**src/hdl/trcfa_pkg.sv**
```systemverilog
`default_nettype none
package trcfa_pkg;

    localparam int unsigned CFG_IDX_W = 3;

    localparam logic [CFG_IDX_W-1:0] CFG_LEN_A      = 3'd0;
    localparam logic [CFG_IDX_W-1:0] CFG_LEN_B      = 3'd1;
    localparam logic [CFG_IDX_W-1:0] CFG_LEN_C      = 3'd2;
    localparam logic [CFG_IDX_W-1:0] CFG_TRIG_ALPHA = 3'd3;
    localparam logic [CFG_IDX_W-1:0] CFG_TRIG_BETA  = 3'd4;
    localparam logic [CFG_IDX_W-1:0] CFG_TRIG_GAMMA = 3'd5;

    localparam logic [31:0] LEN_RESET  = 32'h0280_0000;
    localparam logic [63:0] TRIG_RESET = 64'h0000_0000_4000_0000;

    localparam logic signed [63:0] S64_MAX = 64'sh7FFF_FFFF_FFFF_FFFF;
    localparam logic signed [63:0] S64_MIN = 64'sh8000_0000_0000_0000;

    localparam logic [5:0] STEP_LAST = 6'd32;

    typedef struct packed {
        logic [31:0] len_a;
        logic [31:0] len_b;
        logic [31:0] len_c;
        logic [63:0] trig_alpha;
        logic [63:0] trig_beta;
        logic [63:0] trig_gamma;
    } cfg_t;

    typedef struct packed {
        logic signed [31:0] frac_dx;
        logic signed [31:0] frac_dy;
        logic signed [31:0] frac_dz;
        logic [31:0]        target_sq;
        logic [31:0]        weight;
        logic               last;
    } item_t;

    typedef enum logic [1:0] {SH24, SH26, SH28, SH30} shift_t;

    typedef enum logic [2:0] {
        OP_SET, OP_SET2, OP_NEG2, OP_ADD, OP_ADD2, OP_SUBR2
    } op_t;

    typedef enum logic [5:0] {
        SRC_ZERO, SRC_DX, SRC_DY, SRC_DZ, SRC_LA, SRC_LB, SRC_LC,
        SRC_CA, SRC_SA, SRC_CB, SRC_SB, SRC_CG, SRC_SG, SRC_W,
        SRC_X, SRC_Y, SRC_Z, SRC_XY, SRC_XZ, SRC_YZ, SRC_D, SRC_R, SRC_WR,
        SRC_PA, SRC_PB, SRC_PC,
        SRC_DT0, SRC_DT1, SRC_DT2, SRC_DT3, SRC_DT4, SRC_DT5,
        SRC_ACCT, SRC_ACCG0, SRC_ACCG1, SRC_ACCG2, SRC_ACCG3, SRC_ACCG4, SRC_ACCG5
    } src_t;

    typedef struct packed {
        op_t    op;
        src_t   dst;
        src_t   a;
        src_t   b;
        src_t   base;
        shift_t sh;
    } step_t;

    typedef enum logic [1:0] {MS_IDLE, MS_PROD, MS_ROUND, MS_DONE} mul_state_t;
    typedef enum logic [1:0] {BS_IDLE, BS_ISSUE, BS_WAIT, BS_EMIT} back_state_t;

    function automatic logic signed [63:0] sat_add(input logic signed [63:0] a,
                                                   input logic signed [63:0] b);
        logic signed [64:0] s;
        s = {a[63], a} + {b[63], b};
        if (s[64] != s[63])
            return s[64] ? S64_MIN : S64_MAX;
        return s[63:0];
    endfunction

    function automatic logic signed [63:0] sat_dbl(input logic signed [63:0] a);
        return sat_add(a, a);
    endfunction

    function automatic logic signed [63:0] sat_neg(input logic signed [63:0] a);
        return (a == S64_MIN) ? S64_MAX : -a;
    endfunction

    function automatic step_t mk(input op_t op, input src_t dst, input src_t a,
                                 input src_t b, input src_t base, input shift_t sh);
        step_t s;
        s.op = op; s.dst = dst; s.a = a; s.b = b; s.base = base; s.sh = sh;
        return s;
    endfunction

    // Microprogram for one restraint; sums keep the left-to-right order.
    function automatic step_t step_rom(input logic [5:0] idx);
        step_t s;
        case (idx)
            6'd0:  s = mk(OP_SET,   SRC_X,     SRC_DX, SRC_LA,  SRC_ZERO,  SH26);
            6'd1:  s = mk(OP_SET,   SRC_Y,     SRC_DY, SRC_LB,  SRC_ZERO,  SH26);
            6'd2:  s = mk(OP_SET,   SRC_Z,     SRC_DZ, SRC_LC,  SRC_ZERO,  SH26);
            6'd3:  s = mk(OP_SET,   SRC_XY,    SRC_X,  SRC_Y,   SRC_ZERO,  SH24);
            6'd4:  s = mk(OP_SET,   SRC_XZ,    SRC_X,  SRC_Z,   SRC_ZERO,  SH24);
            6'd5:  s = mk(OP_SET,   SRC_YZ,    SRC_Y,  SRC_Z,   SRC_ZERO,  SH24);
            6'd6:  s = mk(OP_SET,   SRC_D,     SRC_X,  SRC_X,   SRC_ZERO,  SH24);
            6'd7:  s = mk(OP_ADD,   SRC_D,     SRC_Y,  SRC_Y,   SRC_D,     SH24);
            6'd8:  s = mk(OP_ADD,   SRC_D,     SRC_Z,  SRC_Z,   SRC_D,     SH24);
            6'd9:  s = mk(OP_ADD2,  SRC_D,     SRC_XY, SRC_CG,  SRC_D,     SH30);
            6'd10: s = mk(OP_ADD2,  SRC_D,     SRC_XZ, SRC_CB,  SRC_D,     SH30);
            6'd11: s = mk(OP_ADD2,  SRC_D,     SRC_YZ, SRC_CA,  SRC_D,     SH30);
            6'd12: s = mk(OP_SUBR2, SRC_R,     SRC_ZERO, SRC_ZERO, SRC_D,  SH24);
            6'd13: s = mk(OP_SET,   SRC_WR,    SRC_W,  SRC_R,   SRC_ZERO,  SH24);
            6'd14: s = mk(OP_ADD,   SRC_PA,    SRC_Y,  SRC_CG,  SRC_X,     SH30);
            6'd15: s = mk(OP_ADD,   SRC_PA,    SRC_Z,  SRC_CB,  SRC_PA,    SH30);
            6'd16: s = mk(OP_ADD,   SRC_PB,    SRC_X,  SRC_CG,  SRC_Y,     SH30);
            6'd17: s = mk(OP_ADD,   SRC_PB,    SRC_Z,  SRC_CA,  SRC_PB,    SH30);
            6'd18: s = mk(OP_ADD,   SRC_PC,    SRC_X,  SRC_CB,  SRC_Z,     SH30);
            6'd19: s = mk(OP_ADD,   SRC_PC,    SRC_Y,  SRC_CA,  SRC_PC,    SH30);
            6'd20: s = mk(OP_SET2,  SRC_DT0,   SRC_DX, SRC_PA,  SRC_ZERO,  SH28);
            6'd21: s = mk(OP_SET2,  SRC_DT1,   SRC_DY, SRC_PB,  SRC_ZERO,  SH28);
            6'd22: s = mk(OP_SET2,  SRC_DT2,   SRC_DZ, SRC_PC,  SRC_ZERO,  SH28);
            6'd23: s = mk(OP_NEG2,  SRC_DT3,   SRC_YZ, SRC_SA,  SRC_ZERO,  SH30);
            6'd24: s = mk(OP_NEG2,  SRC_DT4,   SRC_XZ, SRC_SB,  SRC_ZERO,  SH30);
            6'd25: s = mk(OP_NEG2,  SRC_DT5,   SRC_XY, SRC_SG,  SRC_ZERO,  SH30);
            6'd26: s = mk(OP_ADD,   SRC_ACCT,  SRC_WR, SRC_R,   SRC_ACCT,  SH24);
            6'd27: s = mk(OP_ADD2,  SRC_ACCG0, SRC_WR, SRC_DT0, SRC_ACCG0, SH24);
            6'd28: s = mk(OP_ADD2,  SRC_ACCG1, SRC_WR, SRC_DT1, SRC_ACCG1, SH24);
            6'd29: s = mk(OP_ADD2,  SRC_ACCG2, SRC_WR, SRC_DT2, SRC_ACCG2, SH24);
            6'd30: s = mk(OP_ADD2,  SRC_ACCG3, SRC_WR, SRC_DT3, SRC_ACCG3, SH24);
            6'd31: s = mk(OP_ADD2,  SRC_ACCG4, SRC_WR, SRC_DT4, SRC_ACCG4, SH24);
            6'd32: s = mk(OP_ADD2,  SRC_ACCG5, SRC_WR, SRC_DT5, SRC_ACCG5, SH24);
            default: s = mk(OP_SET, SRC_ZERO,  SRC_ZERO, SRC_ZERO, SRC_ZERO, SH24);
        endcase
        return s;
    endfunction

endpackage
`default_nettype wire

```
**src/hdl/trcfa_front.sv**
```systemverilog
`default_nettype none
module trcfa_front (
    input  wire logic                           clk,
    input  wire logic                           rst_n,
    input  wire logic                           in_valid,
    output logic                                in_ready,
    input  wire logic signed [31:0]             frac_dx,
    input  wire logic signed [31:0]             frac_dy,
    input  wire logic signed [31:0]             frac_dz,
    input  wire logic [31:0]                    target_sq,
    input  wire logic [31:0]                    weight,
    input  wire logic                           last,
    input  wire logic                           cfg_valid,
    output logic                                cfg_ready,
    input  wire logic [trcfa_pkg::CFG_IDX_W-1:0] cfg_index,
    input  wire logic [63:0]                    cfg_data,
    output logic                                item_valid,
    input  wire logic                           item_ready,
    output trcfa_pkg::item_t                    item,
    output trcfa_pkg::cfg_t                     cfg
);
    import trcfa_pkg::*;

    cfg_t        cfg_reg;
    item_t       q_reg [2];
    logic        wr_ptr_reg, wr_ptr_next;
    logic        rd_ptr_reg, rd_ptr_next;
    logic [1:0]  cnt_reg, cnt_next;
    logic        push, pop;

    assign cfg_ready = 1'b1;
    assign cfg       = cfg_reg;

    always_ff @(posedge clk or negedge rst_n)
    begin
        if (!rst_n)
        begin
            cfg_reg.len_a      <= LEN_RESET;
            cfg_reg.len_b      <= LEN_RESET;
            cfg_reg.len_c      <= LEN_RESET;
            cfg_reg.trig_alpha <= TRIG_RESET;
            cfg_reg.trig_beta  <= TRIG_RESET;
            cfg_reg.trig_gamma <= TRIG_RESET;
        end
        else if (cfg_valid)
        begin
            unique case (cfg_index)
                CFG_LEN_A:      cfg_reg.len_a      <= cfg_data[31:0];
                CFG_LEN_B:      cfg_reg.len_b      <= cfg_data[31:0];
                CFG_LEN_C:      cfg_reg.len_c      <= cfg_data[31:0];
                CFG_TRIG_ALPHA: cfg_reg.trig_alpha <= cfg_data;
                CFG_TRIG_BETA:  cfg_reg.trig_beta  <= cfg_data;
                CFG_TRIG_GAMMA: cfg_reg.trig_gamma <= cfg_data;
                default:        ;
            endcase
        end
    end

    assign in_ready   = (cnt_reg != 2'd2);
    assign item_valid = (cnt_reg != 2'd0);
    assign item       = q_reg[rd_ptr_reg];
    assign push       = in_valid && in_ready;
    assign pop        = item_valid && item_ready;

    always_comb
    begin
        wr_ptr_next = push ? ~wr_ptr_reg : wr_ptr_reg;
        rd_ptr_next = pop  ? ~rd_ptr_reg : rd_ptr_reg;
        cnt_next    = cnt_reg + 2'(push) - 2'(pop);
    end

    always_ff @(posedge clk or negedge rst_n)
    begin
        if (!rst_n)
        begin
            wr_ptr_reg <= 1'b0;
            rd_ptr_reg <= 1'b0;
            cnt_reg    <= 2'd0;
        end
        else
        begin
            wr_ptr_reg <= wr_ptr_next;
            rd_ptr_reg <= rd_ptr_next;
            cnt_reg    <= cnt_next;
        end
    end

    always_ff @(posedge clk)
    begin
        if (push)
        begin
            q_reg[wr_ptr_reg] <= '{frac_dx: frac_dx, frac_dy: frac_dy, frac_dz: frac_dz,
                                   target_sq: target_sq, weight: weight, last: last};
        end
    end

endmodule
`default_nettype wire

```
**config.mk**
```make
export PLATFORM = sky130hd
export DESIGN_NAME = trcfa_front
export DESIGN_NICKNAME = d
export VERILOG_FILES = /design/src/hdl/trcfa_pkg.sv /design/src/hdl/trcfa_front.sv
export SDC_FILE = /design/constraint.sdc
export NUM_CORES = 1
export LEC_CHECK = 0
export BUFFER_PORTS_ARGS = -buffer_cell sky130_fd_sc_hd__buf_2
export CORE_AREA = 3 3 264 266
export CTS_BUF_LIST = sky130_fd_sc_hd__clkbuf_8
export CTS_CLUSTER_SIZE = 14
export DETAILED_ROUTE_END_ITERATION = 12
export DIE_AREA = 0 0 267 269
export PLACE_DENSITY = 0.61
export SLEW_MARGIN = 20
export SYNTH_ARGS = -nofsm -noshare
export SYNTH_HDL_FRONTEND = slang
export SYNTH_SLANG_ARGS = --single-unit
```
**constraint.sdc**
```tcl
create_clock -name clk -period 22.9 [get_ports clk]
set_input_delay 3.435 -clock clk [delete_from_list [all_inputs] [get_ports clk]]
set_output_delay 3.435 -clock clk [all_outputs]
set_load 0.05 [all_outputs]
```
==> out/metrics.csv <==
metric;value;unit
crit path kind;flip-flop to primary output;
Hold Slack;487;ps
total core area;67300;sq um
combinational share of power;39.9;%
CTS tree;yes;
Final Hold Fails;0;
wire length of the first global-routing pass;87.0;mm
critical path peak fanout;75;
outcome;finished, final reports clean;
post-DR vias/cell;4.59;
pin count of the biggest net entering global routing;175;
# resized after CTS;0;
dpl hpwl;41.7;mm
reg2reg setup slack;19650;ps
share of cells above drive strength 1;65.0;%
number of hold buffers added after CTS;0;
Die Span Y;269;um
Seq pwr share;37.6;%
IO buf count;683;
initial core utilization;33.5;%
Synth Cell Area;22600;sq um
cell accounting for the most synthesized area;edfxtp_1;
R2R Path Start;cnt_reg[0]$_DFF_PN0_;
worst-skew pair later-pin latency;670;ps
Net Sw Frac;42.8;%
Clock Sinks;614;
crit path launch type;flip-flop;
RSZ-0062 raised after global routing;false;
Clock Root Buffer;clkbuf_8;
filler instances;6084;
Seq/Total Area, Yosys;75.3;%
grt total ovfl;0;
vias after detailed routing;13100;
Syn Area/Cell;19.8;sq um
deepest clock path buffer count;3;
commonest non-fill, non-tap cell in the layout;buf_2;
DR iter-0 viols;624;
final setup vio count;0;
Hold WC Path Type;flip-flop to flip-flop;
Worst VDD drop;84.2;uV
internal power;0.00234;W
Worst-path clk slew;60;ps
antenna-violating nets left;0;
register bit count reported by yosys;614;
post-synth top area share;42.9;%
# H-tree levels;3;
data required time at the worst endpoint;19470;ps
Post-Syn Nets;1373;
Clock Power Share;22.5;%
DRC viols;0;
Setup Fix Bufs, Post-CTS;0;
cell count after synthesis;1139;
DR WL/cell;20.9;um
Data arrival, critical path;3680;ps
most frequent cells in the layout;682 x buf_2, 437 x mux2_2, 322 x edfxtp_1;
ratio of final minimum period to clock period;31.1;%
Die ar.;71800;sq um
power density over the cells;141;nW/um^2
maxcap violations;0;
Leak;12.4;nW
GPL Wtd Cong;0.789;
Fmax achieved;0.141;GHz
Slew Limit Fails;0;
CP Launch Point;rd_ptr_reg$_DFFE_PN0P_;
Yosys cell types;29;
final wirelength;59.7;mm
num ports;685;
P&R area growth vs syn;28.2;%
aggregate global-route resource usage;15.9;%
relative slew slack;14.5;%
drt pass-1 iters;4;
CTS Buf Count;101;
vias in the first global route;14200;
warnings from Yosys;0;
Worst Tran Pin Value;1280;ps
chip width;267;um
setup_tns;0;ps
CP endpoint kind;primary output;
post-layout min period;7110;ps
Non-Filler Cell Area, Final;28900;sq um
total power;0.00409;W
top post-synthesis cells by area;edfxtp_1 43%, dfrtp_1 31%, mux2_2 22%, dfstp_2 1.0%, buf_2 0.73%;
DP Area;26900;sq um
worst reg2reg path depth;4;
P_sw;0.00175;W
Final #Nets;2121;
Largest register FFs;322;
worst r2r dst;q_reg[1][131]$_DFFE_PP_;
worst setup path end;item[134];
clk_skew;42.5;ps
antenna violations before repair;27;
num rows;95;
-- power groups by stage --
| stage | registers [W] | clock network [W] | logic, W |
|---|---|---|---|
| floorplan | 0.00196 | 0 | 0.000851 |
| global placement | 0.00155 | 0 | 0.00163 |
| detailed placement | 0.00156 | 0 | 0.00165 |
| CTS | 0.00154 | 0.000953 | 0.00165 |
| global route | 0.00156 | 0.00101 | 0.00170 |
| finish | 0.00154 | 0.000920 | 0.00163 |
-- worst min-delay path by stage --
stage | startpoint | to | slack, ps | cells after the start
2_1_floorplan | wr_ptr_reg$_DFFE_PN0P_ | wr_ptr_reg$_DFFE_PN0P_ | 460 | 1
5_1_grt | cfg[226]$_DFFE_PN0P_ | cfg[226]$_DFFE_PN0P_ | 510 | 1
6_report | cfg[270]$_DFFE_PN0P_ | cfg[270]$_DFFE_PN0P_ | 490 | 1
3_3_place_gp | cfg[226]$_DFFE_PN0P_ | cfg[226]$_DFFE_PN0P_ | 460 | 1
3_5_place_dp | cfg[231]$_DFFE_PN0P_ | cfg[231]$_DFFE_PN0P_ | 480 | 1
4_1_cts | cfg[270]$_DFFE_PN0P_ | cfg[270]$_DFFE_PN0P_ | 490 | 1
-- metrics by stage --
| step | std cells | worst slack (ps) | utilization, % |
|---|---|---|---|
| after floorplan | 1139 | 12010 | - |
| after global placement | 2657 | 16590 | 40.0 |
| after detailed placement | 2657 | 16460 | 40.0 |
| after CTS | 2844 | 15700 | 42.9 |
| after global routing | 2854 | 15540 | 43.0 |
| final | 2858 | 15790 | 43.0 |
-- routing by layer --
layer	track usage [%]	share of wire [%]
met1	17.4	37
met2	26.2	48
met3	7.94	12
met4	6.88	3.0
met5	0	0.13
-- worst max-delay path: stages (launching register included) --
cell	delay (ps)
dfrtp_4	570
buf_4	780
buf_4	830
mux2_2	410
buf_2	210
-- logic make-up after synthesis --
group | after synthesis | share of synthesized area, %
multiplexers | 449 | 22.4
XOR/XNOR | 3 | 0.116
AND/OR/NAND/NOR | 17 | 0.588
AO/OA/AOI/OAI | 4 | 0.139
buffers and inverters | 50 | 1.39
flip-flops | 614 | 75.3
other | 1 | 0.0166
adder cells (fa/ha/maj) | 1 | 0.0554
-- cell usage after synthesis (all sizes together) --
cell    number
a211oi       1
a21bo        1
a32oi        1
and3         1
and4bb       1
buf         46
clkbuf       4
conb         1
dfrtp      283
dfstp        9
edfxtp     322
ha           1
mux2       449
nand2        3
nand2b       1
nand3        1
nand4b       2
nor2         3
nor2b        1
nor3         1
nor4b        1
nor4bb       1
o21ai        1
or2          1
xnor2        3
-- layout make-up --
class | instances | area (sq um) | area share [%]
multi-input combinational | 475 | 5290 | 18.3
tap | 873 | 1090 | 3.78
timing repair buffer | 695 | 3540 | 12.2
antenna | 14 | 35.0 | 0.121
clock inverter | 73 | 408 | 1.41
sequential | 614 | 17000 | 58.7
clock buffer | 114 | 1570 | 5.42
Note: power is estimated with default switching activity, not from simulation.
